`src/hdl/cmdp_pkg.sv`:
```
`default_nettype none
// ----------------------------------------------------------------------------
// cmdp_pkg
// Shared types, constants and helpers of the command line character parser.
// ----------------------------------------------------------------------------
package cmdp_pkg;

	localparam int NUM_TEMPLATES  = 4;
	localparam int TEMPLATE_LEN   = 8;
	localparam int PARAM_BUF_SIZE = 64;
	localparam int LINE_END_CHAR  = 10;

	localparam int TMPL_SLOTS  = 4;
	localparam int TMPL_IDX_W  = 2;
	localparam int TMPL_BYTES  = 8;
	localparam int POS_W       = 4;
	localparam int CNT_W       = $clog2(PARAM_BUF_SIZE);
	localparam int PIDX_W      = 6;
	localparam int CFG_IDX_W   = 3;
	localparam int CFG_DATA_W  = 64;
	localparam int QUEUE_DEPTH = 2;

	localparam logic [7:0] NUL_CHAR      = 8'd0;
	localparam logic [7:0] LINE_END      = 8'(LINE_END_CHAR);
	localparam logic [7:0] SPACE_CHAR    = 8'd32;
	localparam logic [7:0] FIRST_WS_CHAR = 8'd9;
	localparam logic [7:0] LAST_WS_CHAR  = 8'd13;

	localparam logic [CFG_IDX_W-1:0] CFG_TEXT_0 = 3'd0;
	localparam logic [CFG_IDX_W-1:0] CFG_ID_0   = 3'd4;

	typedef logic [TMPL_BYTES-1:0][7:0] tmpl_text_t;

	typedef enum logic [1:0] {
		CLS_TEXT,
		CLS_SPACE,
		CLS_END
	} char_class_t;

	typedef enum logic [1:0] {
		PH_START,
		PH_CMD,
		PH_PARAM,
		PH_DUMP
	} phase_t;

	typedef enum logic [1:0] {
		ST_CONT,
		ST_DONE,
		ST_PARSE_ERR,
		ST_PARAM_ERR
	} status_t;

	typedef struct packed {
		logic [7:0]  ch;
		char_class_t cls;
	} item_t;

	function automatic char_class_t classify(input logic [7:0] c);
		char_class_t r;
		if (c == NUL_CHAR || c == LINE_END) begin
			r = CLS_END;
		end else if (c == SPACE_CHAR || (c >= FIRST_WS_CHAR && c <= LAST_WS_CHAR)) begin
			r = CLS_SPACE;
		end else begin
			r = CLS_TEXT;
		end
		return r;
	endfunction

	function automatic logic [7:0] tmpl_byte(input tmpl_text_t text,
			input logic [POS_W-1:0] pos);
		logic [7:0] r;
		if (pos >= POS_W'(TEMPLATE_LEN)) begin
			r = NUL_CHAR;
		end else begin
			r = text[pos[2:0]];
		end
		return r;
	endfunction

endpackage
`default_nettype wire

```
`src/hdl/cmdp_front.sv`:
```
`default_nettype none
// ----------------------------------------------------------------------------
// cmdp_front
// Input stage: takes characters, classifies them and pushes them to the queue.
// ----------------------------------------------------------------------------
module cmdp_front (
	input  wire logic           clk,
	input  wire logic           arst_n,
	input  wire logic           in_valid,
	output logic                in_ready,
	input  wire logic [7:0]     in_char,
	output logic                push_valid,
	input  wire logic           push_ready,
	output cmdp_pkg::item_t     push_item
);
	import cmdp_pkg::*;

	logic  valid_s1;
	item_t item_s1;

	assign in_ready   = !valid_s1 || push_ready;
	assign push_valid = valid_s1;
	assign push_item  = item_s1;

	always_ff @(posedge clk or negedge arst_n) begin
		if (!arst_n) begin
			valid_s1 <= 1'b0;
		end else if (in_valid && in_ready) begin
			valid_s1 <= 1'b1;
		end else if (push_ready) begin
			valid_s1 <= 1'b0;
		end
	end

	always_ff @(posedge clk) begin
		if (in_valid && in_ready) begin
			item_s1.ch  <= in_char;
			item_s1.cls <= classify(in_char);
		end
	end

endmodule
`default_nettype wire

```
`src/hdl/cmdp_queue.sv`:
```
`default_nettype none
// ----------------------------------------------------------------------------
// cmdp_queue
// Short queue of classified characters between the front and back ends.
// ----------------------------------------------------------------------------
module cmdp_queue (
	input  wire logic            clk,
	input  wire logic            arst_n,
	input  wire logic            push_valid,
	output logic                 push_ready,
	input  wire cmdp_pkg::item_t push_item,
	output logic                 pop_valid,
	input  wire logic            pop_ready,
	output cmdp_pkg::item_t      pop_item
);
	import cmdp_pkg::*;

	localparam int PTR_W = (QUEUE_DEPTH > 1) ? $clog2(QUEUE_DEPTH) : 1;
	localparam int CNT_QW = $clog2(QUEUE_DEPTH + 1);

	item_t              mem_q [QUEUE_DEPTH];
	logic [PTR_W-1:0]   wr_ptr_q;
	logic [PTR_W-1:0]   rd_ptr_q;
	logic [CNT_QW-1:0]  count_q;
	logic               do_push;
	logic               do_pop;

	assign push_ready = (count_q != CNT_QW'(QUEUE_DEPTH));
	assign pop_valid  = (count_q != '0);
	assign pop_item   = mem_q[rd_ptr_q];
	assign do_push    = push_valid && push_ready;
	assign do_pop     = pop_valid && pop_ready;

	always_ff @(posedge clk or negedge arst_n) begin
		if (!arst_n) begin
			wr_ptr_q <= '0;
			rd_ptr_q <= '0;
			count_q  <= '0;
		end else begin
			if (do_push) begin
				wr_ptr_q <= (wr_ptr_q == PTR_W'(QUEUE_DEPTH - 1)) ? '0 : wr_ptr_q + PTR_W'(1);
			end
			if (do_pop) begin
				rd_ptr_q <= (rd_ptr_q == PTR_W'(QUEUE_DEPTH - 1)) ? '0 : rd_ptr_q + PTR_W'(1);
			end
			if (do_push && !do_pop) begin
				count_q <= count_q + CNT_QW'(1);
			end else if (do_pop && !do_push) begin
				count_q <= count_q - CNT_QW'(1);
			end
		end
	end

	always_ff @(posedge clk) begin
		if (do_push) begin
			mem_q[wr_ptr_q] <= push_item;
		end
	end

`ifndef SYNTH
	a_count_bound: assert property (@(posedge clk) disable iff (!arst_n)
		count_q <= CNT_QW'(QUEUE_DEPTH))
		else $error("queue count beyond depth");
`endif

endmodule
`default_nettype wire

```
`src/hdl/cmdp_back.sv`:
```
`default_nettype none
// ----------------------------------------------------------------------------
// cmdp_back
// Parse engine: template match, parameter emit, end-of-line status, and the
// result register toward the output channel. Holds the configuration.
// ----------------------------------------------------------------------------
module cmdp_back (
	input  wire logic                                 clk,
	input  wire logic                                 arst_n,
	input  wire logic                                 cfg_we,
	input  wire logic [cmdp_pkg::CFG_IDX_W-1:0]       cfg_index,
	input  wire logic [cmdp_pkg::CFG_DATA_W-1:0]      cfg_data,
	input  wire logic                                 head_valid,
	output logic                                      head_ready,
	input  wire cmdp_pkg::item_t                      head_item,
	output logic                                      out_valid,
	input  wire logic                                 out_ready,
	output logic [1:0]                                status,
	output logic [7:0]                                command_id,
	output logic                                      param_valid,
	output logic [7:0]                                param_char,
	output logic [cmdp_pkg::PIDX_W-1:0]               param_index
);
	import cmdp_pkg::*;

	// configuration
	tmpl_text_t         text_q [TMPL_SLOTS];
	logic [7:0]         id_q   [TMPL_SLOTS];

	// parse state
	phase_t             phase_q, phase_d;
	logic [POS_W-1:0]   pos_q  [TMPL_SLOTS];
	logic [POS_W-1:0]   pos_d  [TMPL_SLOTS];
	logic [TMPL_SLOTS-1:0] failed_q, failed_d;
	logic [7:0]         pend_res_q, pend_res_d;
	status_t            pend_err_q, pend_err_d;
	logic [CNT_W-1:0]   cnt_q, cnt_d;

	// result register
	logic               out_valid_q;
	status_t            status_q, status_d;
	logic [7:0]         cmd_id_q, cmd_id_d;
	logic               pvalid_q, pvalid_d;
	logic [7:0]         pchar_q, pchar_d;
	logic [PIDX_W-1:0]  pidx_q, pidx_d;

	logic               take;
	logic [7:0]         cur_byte [TMPL_SLOTS];
	logic [POS_W-1:0]   feed_pos [TMPL_SLOTS];
	logic [TMPL_SLOTS-1:0] feed_fail;
	logic               match_found;
	logic [7:0]         match_id;
	logic [CNT_W:0]     cnt_inc;
	logic               room;
	logic               clear;

	assign head_ready = !out_valid_q || out_ready;
	assign take       = head_valid && head_ready;

	assign out_valid   = out_valid_q;
	assign status      = status_q;
	assign command_id  = cmd_id_q;
	assign param_valid = pvalid_q;
	assign param_char  = pchar_q;
	assign param_index = pidx_q;

	assign cnt_inc = {1'b0, cnt_q} + (CNT_W + 1)'(1);
	assign room    = cnt_inc < (CNT_W + 1)'(PARAM_BUF_SIZE);

	// template compare, lowest-numbered live template wins
	always_comb begin
		match_found = 1'b0;
		match_id    = '0;
		for (int t = 0; t < TMPL_SLOTS; t++) begin
			cur_byte[t] = tmpl_byte(text_q[t], pos_q[t]);
			feed_pos[t] = pos_q[t];
			feed_fail[t] = failed_q[t];
			if (t < NUM_TEMPLATES && !failed_q[t]) begin
				if (cur_byte[t] == head_item.ch) begin
					feed_pos[t] = pos_q[t] + POS_W'(1);
				end else begin
					feed_fail[t] = 1'b1;
				end
			end
		end
		for (int t = TMPL_SLOTS - 1; t >= 0; t--) begin
			if (t < NUM_TEMPLATES && !failed_q[t] && cur_byte[t] == NUL_CHAR &&
					id_q[t] != '0) begin
				match_found = 1'b1;
				match_id    = id_q[t];
			end
		end
	end

	// next phase
	always_comb begin
		phase_d = phase_q;
		case (phase_q)
			PH_START: begin
				if (head_item.cls == CLS_TEXT) begin
					phase_d = PH_CMD;
				end
			end
			PH_CMD: begin
				if (head_item.cls == CLS_SPACE) begin
					phase_d = match_found ? PH_PARAM : PH_DUMP;
				end else if (head_item.cls == CLS_END) begin
					phase_d = PH_START;
				end
			end
			PH_PARAM: begin
				if (head_item.cls == CLS_END) begin
					phase_d = PH_START;
				end else if (!room) begin
					phase_d = PH_DUMP;
				end
			end
			PH_DUMP: begin
				if (head_item.cls == CLS_END) begin
					phase_d = PH_START;
				end
			end
			default: phase_d = PH_START;
		endcase
	end

	// datapath and result
	always_comb begin
		pos_d      = pos_q;
		failed_d   = failed_q;
		pend_res_d = pend_res_q;
		pend_err_d = pend_err_q;
		cnt_d      = cnt_q;
		status_d   = ST_CONT;
		cmd_id_d   = '0;
		pvalid_d   = 1'b0;
		pchar_d    = '0;
		pidx_d     = '0;
		clear      = 1'b0;
		case (phase_q)
			PH_START: begin
				if (head_item.cls == CLS_TEXT) begin
					pos_d    = feed_pos;
					failed_d = feed_fail;
				end
			end
			PH_CMD: begin
				if (head_item.cls == CLS_TEXT) begin
					pos_d    = feed_pos;
					failed_d = feed_fail;
				end else if (head_item.cls == CLS_SPACE) begin
					if (match_found) begin
						pend_res_d = match_id;
					end else begin
						pend_err_d = ST_PARSE_ERR;
					end
				end else begin
					status_d = match_found ? ST_DONE : ST_PARSE_ERR;
					cmd_id_d = match_found ? match_id : '0;
					clear    = 1'b1;
				end
			end
			PH_PARAM: begin
				if (head_item.cls == CLS_END) begin
					status_d = ST_DONE;
					cmd_id_d = pend_res_q;
					clear    = 1'b1;
				end else if (room) begin
					pvalid_d = 1'b1;
					pchar_d  = head_item.ch;
					pidx_d   = PIDX_W'(cnt_q);
					cnt_d    = cnt_inc[CNT_W-1:0];
				end else begin
					pend_err_d = ST_PARAM_ERR;
				end
			end
			PH_DUMP: begin
				if (head_item.cls == CLS_END) begin
					status_d = pend_err_q;
					clear    = 1'b1;
				end
			end
			default: clear = 1'b1;
		endcase
		if (clear) begin
			for (int t = 0; t < TMPL_SLOTS; t++) begin
				pos_d[t] = '0;
			end
			failed_d   = '0;
			pend_res_d = '0;
			pend_err_d = ST_CONT;
			cnt_d      = '0;
		end
	end

	always_ff @(posedge clk or negedge arst_n) begin
		if (!arst_n) begin
			for (int t = 0; t < TMPL_SLOTS; t++) begin
				text_q[t] <= '0;
				id_q[t]   <= '0;
			end
		end else if (cfg_we) begin
			if (cfg_index < CFG_ID_0) begin
				text_q[cfg_index[TMPL_IDX_W-1:0]] <= cfg_data;
			end else begin
				id_q[cfg_index[TMPL_IDX_W-1:0]] <= cfg_data[7:0];
			end
		end
	end

	always_ff @(posedge clk or negedge arst_n) begin
		if (!arst_n) begin
			phase_q     <= PH_START;
			for (int t = 0; t < TMPL_SLOTS; t++) begin
				pos_q[t] <= '0;
			end
			failed_q    <= '0;
			pend_res_q  <= '0;
			pend_err_q  <= ST_CONT;
			cnt_q       <= '0;
			out_valid_q <= 1'b0;
		end else if (take) begin
			phase_q     <= phase_d;
			pos_q       <= pos_d;
			failed_q    <= failed_d;
			pend_res_q  <= pend_res_d;
			pend_err_q  <= pend_err_d;
			cnt_q       <= cnt_d;
			out_valid_q <= 1'b1;
		end else if (out_ready) begin
			out_valid_q <= 1'b0;
		end
	end

	always_ff @(posedge clk) begin
		if (take) begin
			status_q <= status_d;
			cmd_id_q <= cmd_id_d;
			pvalid_q <= pvalid_d;
			pchar_q  <= pchar_d;
			pidx_q   <= pidx_d;
		end
	end

`ifndef SYNTH
	a_param_only_cont: assert property (@(posedge clk) disable iff (!arst_n)
		out_valid_q && pvalid_q |-> status_q == ST_CONT)
		else $error("parameter character with final status");
	a_id_only_done: assert property (@(posedge clk) disable iff (!arst_n)
		out_valid_q && status_q != ST_DONE |-> cmd_id_q == '0)
		else $error("command id outside command done");
	a_start_clean: assert property (@(posedge clk) disable iff (!arst_n)
		phase_q == PH_START |-> cnt_q == '0 && pend_res_q == '0 && failed_q == '0)
		else $error("stale parse state at line start");
`endif

endmodule
`default_nettype wire

```
`src/hdl/command_line_char_parser_core.sv`:
```
// Path: a character passes the input register, the queue write and the parse step
// into the result register; a stall can hold it at each of them.
// Throughput: one character per cycle while out_ready is held high; the parse step in the back
// end sets it, and the queue lets front and back stall independently.
// Reset: parser returns to line start, templates and ids clear to zero, queue empty.
`default_nettype none
// ----------------------------------------------------------------------------
// command_line_char_parser_core
// Command line character parser: front classifier, queue, parse back end.
// ----------------------------------------------------------------------------
module command_line_char_parser_core (
	input  wire logic                            clk,
	input  wire logic                            arst_n,
	input  wire logic                            cfg_we,
	input  wire logic [cmdp_pkg::CFG_IDX_W-1:0]  cfg_index,
	input  wire logic [cmdp_pkg::CFG_DATA_W-1:0] cfg_data,
	input  wire logic                            in_valid,
	output logic                                 in_ready,
	input  wire logic [7:0]                      in_char,
	output logic                                 out_valid,
	input  wire logic                            out_ready,
	output logic [1:0]                           status,
	output logic [7:0]                           command_id,
	output logic                                 param_valid,
	output logic [7:0]                           param_char,
	output logic [cmdp_pkg::PIDX_W-1:0]          param_index
);
	import cmdp_pkg::*;

	logic  push_valid;
	logic  push_ready;
	item_t push_item;
	logic  head_valid;
	logic  head_ready;
	item_t head_item;

	cmdp_front u_front (
		.clk        (clk),
		.arst_n     (arst_n),
		.in_valid   (in_valid),
		.in_ready   (in_ready),
		.in_char    (in_char),
		.push_valid (push_valid),
		.push_ready (push_ready),
		.push_item  (push_item)
	);

	cmdp_queue u_queue (
		.clk        (clk),
		.arst_n     (arst_n),
		.push_valid (push_valid),
		.push_ready (push_ready),
		.push_item  (push_item),
		.pop_valid  (head_valid),
		.pop_ready  (head_ready),
		.pop_item   (head_item)
	);

	cmdp_back u_back (
		.clk         (clk),
		.arst_n      (arst_n),
		.cfg_we      (cfg_we),
		.cfg_index   (cfg_index),
		.cfg_data    (cfg_data),
		.head_valid  (head_valid),
		.head_ready  (head_ready),
		.head_item   (head_item),
		.out_valid   (out_valid),
		.out_ready   (out_ready),
		.status      (status),
		.command_id  (command_id),
		.param_valid (param_valid),
		.param_char  (param_char),
		.param_index (param_index)
	);

endmodule
`default_nettype wire

```
`config.mk`:
```
export PLATFORM = sky130hd
export DESIGN_NAME = command_line_char_parser_core
export DESIGN_NICKNAME = d
export VERILOG_FILES = /design/src/hdl/cmdp_pkg.sv /design/src/hdl/cmdp_front.sv /design/src/hdl/cmdp_queue.sv /design/src/hdl/cmdp_back.sv /design/src/hdl/command_line_char_parser_core.sv
export SDC_FILE = /design/constraint.sdc
export NUM_CORES = 1
export LEC_CHECK = 0
export BUFFER_PORTS_ARGS = -buffer_cell sky130_fd_sc_hd__buf_2
export CAP_MARGIN = 20
export CORE_MARGIN = 2
export CORE_UTILIZATION = 28
export DETAILED_ROUTE_END_ITERATION = 7
export SKIP_LAST_GASP = 1
export SLEW_MARGIN = 10
export SYNTH_ARGS = -nofsm -noshare
export SYNTH_HDL_FRONTEND = slang
export SYNTH_SLANG_ARGS = --single-unit
```
`constraint.sdc`:
```
create_clock -name clk -period 2.8 [get_ports clk]
set_input_delay 0 -clock clk [delete_from_list [all_inputs] [get_ports clk]]
set_output_delay 0 -clock clk [all_outputs]
set_load 0.01 [all_outputs]
```
== Yosys cells after proc, flatten, opt, wreduce, memory -nomap -nowiden ==
Memories as Yosys holds them, arrays and structs flattened.
Index checks and enable logic that the tools add are counted.

* ROM bits: 0
* Output and inout port bits: 27
* Memories kept: 1
* Bits of input ports: 80
* Memory bits (writable): 20
* Flip-flop bits (word level): 367
* Latch bits: 0

* $mul: 0
* Multiplexer cells: 97
* Shift-type cells: 0
* Add/sub/neg operators: 9
* Div/mod/pow operators: 0
* Order comparisons: 14
* Reduce and logical (&&, ||, !) cells: 69
* Bitwise logic cells: 4
* Eq/ne operators: 25

{| class="wikitable"
|+ Memory list
! memory !! depth !! width !! read ports !! clocked after Yosys merged registers in !! write ports !! RTL line !! text
|-
| u_queue.mem_q || 2 || 10 || 1 || 0 || 1 || cmdp_queue.sv:21 || <nowiki>item_t mem_q [QUEUE_DEPTH];</nowiki>
|}

{| class="wikitable"
|+ Operator list
! kind !! count
|-
| 256-bit bitwise mux || 1
|-
| 8-bit two-way mux || 22
|-
| 64-bit demux with 2-bit select || 1
|-
| 8-bit binary-select mux with 3-bit select || 4
|-
| 64-bit two-way mux || 1
|-
| 16-bit two-way mux || 3
|-
| 4-bit two-way mux || 11
|-
| 8-bit zero test || 5
|-
| 32-bit bitwise mux || 1
|-
| 8-bit == test || 4
|-
| 2-bit two-way mux || 16
|-
| 8-bit nonzero test || 4
|-
| 2-bit nonzero test || 15
|-
| 1-bit two-way mux || 27
|-
| 5-bit AND reduction || 5
|-
| 6-bit two-way mux || 4
|-
| 4-bit by 1-bit adder with 4-bit output (second input constant) || 4
|-
| 8-bit demux with 2-bit select || 1
|-
| 4-bit >= comparator (second input constant) || 4
|-
| 3-bit by 4-bit less-than comparator with 1-bit output (second input constant) || 4
|-
| 8-bit one-hot mux with 2 select lines || 1
|-
| 1-bit logical AND || 15
|-
| 2-bit != test (second input constant) || 5
|-
| 3-bit != test (second input constant) || 3
|-
| 33 further kinds || 57
|}

== Logic depth before layout (Yosys ltp) ==
Gate-level depths: netlist (run 1).

* Depth in word-level cells: 15
* Mapped depth: 10
* Mapped depth without buffers: 9

== By module ==
A second synthesis (run 1) with hierarchy kept.

* Cell total of the unflattened synthesis: 1244
* Area, all modules: 17870.9 um^2

{| class="wikitable"
|+ By module, submodules not included
! module !! area an instance (um^2) !! cells each !! instances !! sequential area each (um^2)
|-
| cmdp_back || 16525.8 || 1171 || 1 || 8933.6
|-
| cmdp_queue || 932.1 || 49 || 1 || 700.7
|-
| cmdp_front || 412.9 || 24 || 1 || 325.3
|}

== Least setup slack after synthesis (run 1) ==
OpenSTA, ideal clock, no wires.

* Path type: reg-to-reg
* Start: reg u_back.pos_q[8] (netlist name)
* End: reg u_back.cmd_id_q[3], in the netlist u_back.command_id[3], data pin
* Required time: 2646 ps
* Path slack: -269 ps
* Data arrival time: 2915 ps
* Cell stages (with the launch flop): 11
* Period minus slack after synthesis: 3069 ps
* Cells stage by stage: dfrtp_1 > buf_2 > buf_2 > mux4_2 > a22oi_1 > o21ai_0 > nor3_2 > a2bb2o_1 > buf_2 > o211ai_1 > o21ai_0

* Longest elaborated chain between the ends: 12
* Elaborated cells between the ends (all ways): 15
* Those cells by class: 1 x order compare; 11 x mux; 3 x reduce/logical

{| class="wikitable"
|+ RTL lines
! what !! RTL line !! text
|-
| start: declaration || cmdp_back.sv:32 || <nowiki>logic [POS_W-1:0] pos_q [TMPL_SLOTS];</nowiki>
|-
| start signal: assignment || cmdp_back.sv:224 || <nowiki>pos_q <= pos_d;</nowiki>
|-
| 8-bit binary-select mux with 3-bit select || cmdp_pkg.sv:77 || <nowiki>r = text[pos[2:0]];</nowiki>
|-
| 8-bit two-way mux (not written as such) || cmdp_pkg.sv:77 ||
|-
| 8-bit two-way mux (*) || cmdp_pkg.sv:74 || <nowiki>if (pos >= POS_W'(TEMPLATE_LEN)) begin</nowiki>
|-
| 8-bit zero test (*) || cmdp_back.sv:87 || <nowiki>if (t < NUM_TEMPLATES && !failed_q[t] && cur_byte[t] == NUL_CHAR &&</nowiki>
|-
| 1-bit logical AND (*) (2 in series) || cmdp_back.sv:87 ||
|-
| 8-bit two-way mux or 1-bit two-way mux (tied branches) (2 in series) || cmdp_back.sv:87 ||
|-
| 8-bit two-way mux (*) || cmdp_back.sv:159 || <nowiki>cmd_id_d = match_found ? match_id : '0;</nowiki>
|-
| 8-bit two-way mux (*) || cmdp_back.sv:151 || <nowiki>end else if (head_item.cls == CLS_SPACE) begin</nowiki>
|-
| 8-bit two-way mux (*) || cmdp_back.sv:148 || <nowiki>if (head_item.cls == CLS_TEXT) begin</nowiki>
|-
| 8-bit one-hot mux with 2 select lines (*) || cmdp_back.sv:140 || <nowiki>case (phase_q)</nowiki>
|-
| end signal: assignment || cmdp_back.sv:238 || <nowiki>cmd_id_q <= cmd_id_d;</nowiki>
|-
| end: declaration || cmdp_back.sv:42 || <nowiki>logic [7:0] cmd_id_q, cmd_id_d;</nowiki>
|}

Mark *: on every way between the ends. The rest lies on a longest branch, timed or not. The select of a mux whose other input is x is not followed.
A chain may end at the register's enable or synchronous reset.

== Final worst setup path (run 1) ==
* Start: reg u_back.pos_q[0] (netlist name)
* End: reg u_back.cmd_id_q[2], in the netlist u_back.command_id[2], data pin

* Longest elaborated chain between the ends: 14
* Elaborated cells between the ends (all ways): 19
* Those cells by class: 1 x order compare; 15 x mux; 3 x reduce/logical

{| class="wikitable"
|+ RTL lines
! what !! RTL line
|-
| 8-bit binary-select mux with 3-bit select || cmdp_pkg.sv:77
|-
| 8-bit two-way mux (not written as such) || cmdp_pkg.sv:77
|-
| 8-bit two-way mux (*) || cmdp_pkg.sv:74
|-
| 8-bit zero test (*) || cmdp_back.sv:87
|-
| 1-bit logical AND (*) (2 in series) || cmdp_back.sv:87
|-
| 8-bit two-way mux or 1-bit two-way mux (tied branches) (4 in series) || cmdp_back.sv:87
|-
| 8-bit two-way mux (*) || cmdp_back.sv:159
|-
| 8-bit two-way mux (*) || cmdp_back.sv:151
|-
| 8-bit two-way mux (*) || cmdp_back.sv:148
|-
| 8-bit one-hot mux with 2 select lines (*) || cmdp_back.sv:140
|}

Marked as above.

==> metrics, run 1 <==
top-level I/O count 107; height of the die 259 um; Inserted Clock Buffers 41; deepest clock path buffer count 3; Tcrit/Tclk final 1.09; post-route cell area 0.0236 mm2; violated checks negative setup slack; via count 12600; register-to-register path setup slack -0.25 ns; setup repair after global routing missed its margin yes; placed inst area just over 0.02 mm2; Yosys top cell by area dfrtp_1; Synth Cell Area between 0.015 and 0.02 mm2; Max Transition Viols Final 0; # DRC 0; # diodes 0; vias in the first global route approximately 13000; syn_nets 1403; Core Region 0.0643 mm2; r2r endpoint u_back.command_id[2]; Crit path arrival time 3.43 ns; PwrDens 882 mW/mm2; final design utilization 0.367; Yosys top cell area share 0.457; CP Max Fanout 5; clk sink count 387; pin count of the biggest net entering global routing between 90 and 100; Yosys reg bits 387; Max Clk Rate 328 MHz; Vias/cell roughly 5; top-count cell post-synth dfrtp_1; Final nets 1721; synth top area cells dfrtp_1 (46%), mux2_2 (19%), edfxtp_1 (9.1%); Antenna Nets Post-Route 0; fillers between 6000 and 7000; # rows 93; Die W roughly 260 um; die area ~0.067 mm2; RD Place Congestion 0.903; Seq/Total Area, Yosys 0.547; Power Total 20800 uW; Yosys cell types 69; final setup margin -0.248 ns; ratio of cells with drive above 1 in the final layout 0.464; Initial Util 0.283; wire per inst 21.3 um; first-pass GRT wire length 81.8 mm; initial antenna violation count 1; final hold vios 0; drt initial violations 849; Worst Setup Start Kind flip-flop; Worst Skew 0.0135 ns; MaxCap Viol Count 0; Commonest cells post-synth dfrtp_1 (332), mux2_2 (301), edfxtp_1 (55); Layout area overhead 29.9%; CTS tree done; Clock Pin Slew Worst Setup and Hold Paths 0.06 ns; syn_area_per_cell 13.9 um2; hpwl dp 38.1 mm; I/O Buffers 106; Setup violations, final 28; CTS H-tree lvls 2; Syn. warnings 0; worst relative slew slack 0.390; ys async rst share 0.858; Total GRT Usage 0.160; root buf cell clkbuf_16; Min Clock Period, post-route around 3 ns; status finished with violations; Most used DFF post-synth dfrtp_1; final cell count without fillers 2512; worst r2r path cells 7; grt ovf 0; crit end category flip-flop; worst setup path class reg -> reg; WP data required 3.18 ns; Reg-to-Reg Start u_back.pos_q[0]; Detailed Routing Iterations Pass 1 5; Post-Place Setup Slack -0.594 ns; Max VDD drop 0.000525 V; final wirelength approximately 54 mm; clk_lat worst skew roughly 0.54 ns; EDFF count, synth 55; Inst Count DP 2335; Lkg Pwr 0.00969 uW; hold crit path type in -> async; cells after synthesis 1313; slew at the pin closest to its max-slew limit 0.890 ns
==> through the flow <==
| stage | setup TNS, ns | hold slack [ns] |
|---|---|---|
| 2_1_floorplan | -1.60 | -0.296 |
| 4_1_cts | -3.16 | 0.0949 |
| 6_report | -4.46 | 0.103 |
| 3_5_place_dp | -10.30 | 0.126 |
| 3_3_place_gp | -8.51 | 0.114 |
| 5_1_grt | -7.29 | 0.148 |
==> worst max path at each step <==
| stage | cells past startpoint | endpoint | slack [ns] | startpoint |
|---|---|---|---|---|
| 2_1_floorplan | 9 | u_back.pend_res_q[0] | -0.11 | u_back.pos_q[0] |
| 3_3_place_gp | 9 | u_back.command_id[6] | -0.49 | u_back.pos_q[0] |
| 3_5_place_dp | 9 | u_back.command_id[2] | -0.59 | u_back.pos_q[0] |
| 4_1_cts | 9 | u_back.command_id[7] | -0.21 | u_back.pos_q[0] |
| 5_1_grt | 9 | u_back.command_id[2] | -0.33 | u_back.pos_q[0] |
| 6_report | 7 | u_back.command_id[2] | -0.25 | u_back.pos_q[0] |
==> power breakdown <==
part           internal [uW]  total, uW  switching (uW)
Sequential              7120       7980             863
Combinational           3860       7670            3810
Clock                   3020       5190            2160
Total                  14000      20800            6840
==> per-layer routing <==
| metal | track usage | vias to the layer above | part of all wire |
|---|---|---|---|
| met5 | 0 | - | 0.00021 |
| met4 | 0.0405 | 2 | 0.024 |
| met3 | 0.0306 | 94 | 0.062 |
| met2 | 0.271 | 389 | 0.49 |
| met1 | 0.209 | 6562 | 0.42 |
| li1 | - | 5571 | - |
==> state kept, by name, summed over array words and instances (netlist names), 4 cells and up <==
register,flops
u_back.param_char,8
u_queue.mem_q,20
u_back.failed_q,4
u_back.command_id,8
u_back.pend_res_q,8
u_back.cnt_q,6
u_back.text_q,256
u_back.param_index,6
u_back.pos_q,16
u_front.push_item,10
u_back.id_q,32
==> final cells by class <==
class | count | area [um2] | area share
flip-flops and latches | 387 | 9960 | 0.421
multi-input cells | 816 | 8330 | 0.353
repair buffers | 345 | 2860 | 0.121
clock buffers | 61 | 1190 | 0.0504
well taps | 855 | 1070 | 0.0452
inverters | 40 | 150 | 0.00635
clock inverters | 8 | 78.8 | 0.00333
==> worst max-delay path: stages (launching register included) <==
cell and delay [ns]:
dfrtp_2 0.46, mux4_2 0.55, mux2_4 0.28, a221o_1 0.36
or4_4 0.58, a211oi_1 0.32, o311ai_2 0.16, o21ai_1 0.17
==> cells by family after synthesis <==
logic type      Yosys count  synth area share
mux                     408             0.287
flops                   387             0.547
simple gates            221            0.0646
compound gates          155            0.0591
buf+inv                 111            0.0245
xor+xnor                 21            0.0101
fa+ha+maj                10           0.00688
==> layout by cell type (no fill, tap or decap), types with 22 or more instances in the layout <==
cell type      Yosys  final
buf_2             12    105
buf_4              0    126
clkbuf_16          0     41
dfrtp_1          332    330
dlygate4sd3_1      0     75
edfxtp_1          55     55
inv_1             40     40
mux2_2           301    296
mux2i_1           48     36
mux4_2            51     55
nand2_1           47     47
nor2_1            45     41
o21ai_0           38     22
or3_1             24     24
==> timing repair <==
| action | 4_1_cts | 5_1_grt |
|---|---|---|
| endpoints found under the setup margin | 36 | 40 |
| hold buffers | 75 | 0 |
| gates cloned | 3 | 0 |
| endpoints found under the hold margin | 389 | 0 |
| buffers inserted | 22 | 11 |
| resized for setup | 73 | 68 |
| pin swaps | 17 | 31 |
No activity file was read; power rests on OpenSTA's default activity.
==> inputs of run 2 (changes only) <==
Clock period 2.8 ns to 2.84 ns, I/O delays scaled along.
==> metrics, run 2 (synthesis gave the netlist of run 1 again) <==
hold crit path type in -> async; initial antenna violation count 0; final setup margin -0.182 ns; Crit path arrival time 3.42 ns; Antenna Nets Post-Route 0; Final nets around 1700; worst relative slew slack 0.409; CP Max Fanout 11; placed inst area approximately 0.021 mm2; Total GRT Usage 0.161; CTS tree done; Vias/cell around 5.0; height of the die 259 um; Post-Place Setup Slack -0.561 ns; vias in the first global route 13300; final hold vios 0; Sequential Area 0.00996 mm2; Die W about 260 um; wire per inst 21.5 um; highest-count cells in the layout ignoring fill and taps dfrtp_1 (329), mux2_2 (297), buf_4 (117); deepest clock path buffer count 3; Top Registers u_back.text_q (256), u_back.id_q (32), u_queue.mem_q (20); slowest CP cell or4_4; post-route cell area 0.0235 mm2; Worst Setup Start Kind flip-flop; I/O Buffers 106; RD Place Congestion 0.901; setup repair after global routing missed its margin yes; drt initial violations 811; commonest non-fill, non-tap cell in the layout dfrtp_1; Top reg by flops u_back.text_q; PwrDens 889 mW/mm2; max FFs per register about 260; ratio of cells with drive above 1 in the final layout 0.455; MaxCap Viol Count 0; fillers 6102; grt ovf 0; die area 0.0670 mm2; Core Region 0.0643 mm2; Worst Skew 0.0302 ns; register-to-register path setup slack -0.18 ns; clk_lat worst skew 0.58 ns; via count 12600; crit end category flip-flop; Max Clk Rate 331 MHz; violated checks negative setup slack; slew at the pin closest to its max-slew limit about 0.88 ns; Max VDD drop 0.000562 V; CTS H-tree lvls 2; top-level I/O count 107; Inserted Clock Buffers 41; Clock Pin Slew Worst Setup and Hold Paths 0.07 ns; clk sink count 387; # diodes 0; pin count of the biggest net entering global routing 102; multi-input logic area 0.00822 mm2; r2r endpoint u_back.command_id[3]; Min Clock Period, post-route 3.02 ns; Reg-to-Reg Start u_back.pos_q[0]; root buf cell clkbuf_16; worst setup path class reg -> reg; Setup violations, final 26; CP cell instances buf_12 -> mux4_1 -> mux2i_2 -> a21oi_2 -> or4_4 -> a21bo_4 -> o211ai_1 -> buf_4 -> o21ai_1; # rows 93; slowest cell delay on critical path 0.63 ns; Layout area overhead 29.4%; final wirelength 53.7 mm; status finished with violations; Initial Util 0.283; first-pass GRT wire length 82.4 mm; worst r2r path cells 9; hpwl dp about 38 mm; # DRC 0; Max Transition Viols Final 0; WP data required about 3.2 ns; Lkg Pwr roughly 0.0097 uW; final design utilization 0.366; Tcrit/Tclk final 1.06; Detailed Routing Iterations Pass 1 5
-- run 2: worst max path at each step --
stage                         start              endpoint
finish              u_back.pos_q[0]  u_back.command_id[3]
global route        u_back.pos_q[0]  u_back.command_id[3]
CTS                 u_back.pos_q[0]  u_back.command_id[3]
detailed placement  u_back.pos_q[0]  u_back.command_id[5]
global placement    u_back.pos_q[0]  u_back.command_id[1]
floorplan           u_back.pos_q[0]  u_back.pend_res_q[0]
-- run 2: area by class of cell --
type / count / share of cell area
Clock buffer: 54 / 0.0504
Clock inverter: 22 / 0.0128
Inverter: 40 / 0.00638
Multi-Input combinational cell: 816 / 0.349
Sequential cell: 387 / 0.423
Tap cell: 855 / 0.0454
Timing Repair Buffer: 328 / 0.113
-- run 2: through the flow --
| stage | power, uW | TNS (ns) | cells | hold slack, ns |
|---|---|---|---|---|
| 5_1_grt | 21900 | -6.59 | 2502 | 0.113 |
| 3_5_place_dp | 14400 | -9.58 | 2329 | -0.0671 |
| 3_3_place_gp | 14100 | -8.07 | 2329 | -0.0645 |
| 2_1_floorplan | 11500 | -0.927 | 1313 | -0.296 |
| 6_report | 20900 | -3.27 | 2502 | 0.0936 |
| 4_1_cts | 20800 | -2.95 | 2499 | 0.0757 |
-- run 2: timing repair --
item	4_1_cts	5_1_grt
endpoints found under the hold margin	632	0
gates cloned	4	0
buffers inserted	15	4
hold buffers	76	0
setup endpoints to repair	36	38
gates resized for setup	74	32
pin swaps	15	12
-- run 2: critical path, delay by kind of cell (launching register included) --
| family | cells | cell delay (ns) |
|---|---|---|
| buffers and inverters | 2 | 0.35 |
| muxes | 2 | 0.81 |
| AOI/OAI and AO/OA | 4 | 0.60 |
| and+or+nand+nor | 1 | 0.63 |
| DFF | 1 | 0.46 |
-- run 2: report_power, final --
part	internal, uW	leakage (uW)	switching [uW]
clock network	3520	0.000730	2320
logic	3580	0.00439	3650
registers	7020	0.00456	849
-- run 2: layer usage --
layer / vias up / share of wire / GRT usage
li1: 5538 / - / -
met1: 6607 / 0.43 / 0.212
met2: 324 / 0.49 / 0.273
met3: 85 / 0.053 / 0.0282
met4: 0 / 0.025 / 0.0448
met5: - / 0 / 0
==> inputs of run 3 (changes only) <==
Settings changed: CORE_MARGIN 2 to 3, PLACE_DENSITY_LB_ADDON from default to 0.15.
==> metrics, run 3 (synthesis gave the netlist of run 1 again) <==
status finished with violations; violated checks negative hold slack, negative setup slack; root buf cell clkbuf_16; placed inst area between 0.02 and 0.025 mm2; Layout area overhead 31.1%; # diodes 0; top-level I/O count around 110; final wirelength roughly 57 mm; Setup violations, final 27; final setup margin -0.225 ns; ratio of cells with drive above 1 in the final layout 0.468; slew at the pin closest to its max-slew limit 0.731 ns; sequential power share 0.366; vias in the first global route 12900; highest-count cells in the layout ignoring fill and taps dfrtp_1 (328), mux2_2 (298), buf_4 (118); # rows 92; hpwl dp around 40 mm; Inst Count DP 2325; wire per inst 22.6 um; # DRC 0; worst relative slew slack 0.513; Core Region 0.0637 mm2; CP Max Fanout 5; Comb pwr share 0.352; commonest non-fill, non-tap cell in the layout dfrtp_1; height of the die roughly 260 um; via count 12200; clock network power share 0.282; Crit path arrival time roughly 3.5 ns; Die W 261 um; Vias/cell 4.86; final cell count without fillers 2504; PwrDens 901 mW/mm2; Setup crit start u_back.pos_q[0]; MaxCap Viol Count 0; Initial Util 0.286; Final TNS setup -3.61 ns; Tcrit/Tclk final 1.08; Final nets 1715; Worst Skew about 0.024 ns; WP data required 3.28 ns; post-route cell area 0.0239 mm2; Worst Setup Start Kind flip-flop; setup repair after global routing missed its margin yes; RD Place Congestion a little over 0.8; Hold WS -0.0217 ns; crit end category flip-flop; Max Transition Viols Final 0; Int Pwr 14400 uW; worst setup path class reg -> reg; hold crit path type in -> async; I/O Buffers between 100 and 150; deepest clock path buffer count 3; initial antenna violation count 1; grt ovf 0; pin count of the biggest net entering global routing 86; Reg-to-Reg Start u_back.pos_q[0]; Post-Place Setup Slack -0.618 ns; Total GRT Usage 0.168; Inserted Clock Buffers 46; Top reg by flops u_back.text_q; Detailed Routing Iterations Pass 1 5; max FFs per register between 200 and 300; Max VDD drop 0.000444 V; Lkg Pwr ~0.0098 uW; die area 0.0681 mm2; Antenna Nets Post-Route 0; Top Registers u_back.text_q (256), u_back.id_q (32), u_queue.mem_q (20); Min Clock Period, post-route 3.06 ns; Max Clk Rate roughly 330 MHz; switching share of power 0.330; final hold vios 4; Net Switching 7090 uW; CTS H-tree lvls 2; CTS tree done; Clock Pin Slew Worst Setup and Hold Paths 0.06 ns; first-pass GRT wire length 84.9 mm; drt initial violations 597; clk sink count 387; clk_lat worst skew 0.59 ns
## run 3: cell types whose count changed in the layout (fill, tap and decap cells not counted), sizes merged
cell / delta
buf: +6
clkinvlp: -1
clkdlybuf4s15: -1
clkinv: +1
clkbuf: +7
inv: -1
## run 3: power groups by stage
stage	combinational, uW	sequential (uW)	clock, uW
final	7570	7870	6050
after global placement	6460	7970	0
after detailed placement	6530	7970	0
after CTS	7260	7880	6250
after global routing	8170	8020	6480
after floorplan	3870	7630	0
## run 3: worst max-delay path: stages (launching register included)
cell      delay [ns]
dfrtp_2         0.45
mux4_2          0.51
mux2_4          0.29
a221o_1         0.37
buf_4           0.16
or4_4           0.61
a211oi_2        0.27
o311ai_2        0.13
o21ai_1         0.13
## run 3: worst paths after layout
kind | cells after the start | slack (ns) | endpoint
max in group asynchronous | 3 | 1.92 | u_back.id_q[14]
min reg2reg | 0 | 0.45 | u_queue.mem_q[0][9]
min | 2 | -0.02 | u_back.text_q[180]
max reg2reg | 8 | -0.22 | u_back.command_id[0]
max | 8 | -0.22 | u_back.command_id[0]
min in group clk | 5 | 0.08 | u_back.id_q[31]
## run 3: cell type report
type,instances,area [um2]
inverters,40,150
repair buffers,334,2780
multi-input cells,816,8370
fillers,6099,39800
clock buffers,60,1240
flip-flops and latches,387,9960
well taps,846,1060
clock inverters,21,285
## run 3: repair_timing
action | in CTS | in global routing
cloned | 2 | 1
endpoints found under the setup margin | 39 | 35
setup buffers | 17 | 7
pin swaps | 23 | 18
hold endpoints to repair | 458 | 0
resized for setup | 80 | 67
hold buffers | 75 | 0
## run 3: through the flow
step                       util  power [uW]
after floorplan               -       11500
final                     0.375       21500
after global routing      0.375       22700
after global placement    0.326       14400
after detailed placement  0.326       14500
after CTS                 0.368       21400
## run 3: per-layer routing
layer,vias up,GRT usage,part of all wire
met5,-,0,0
li1,5560,-,-
met2,204,0.284,0.49
met1,6322,0.226,0.45
met4,0,0.0505,0.028
met3,86,0.0216,0.029
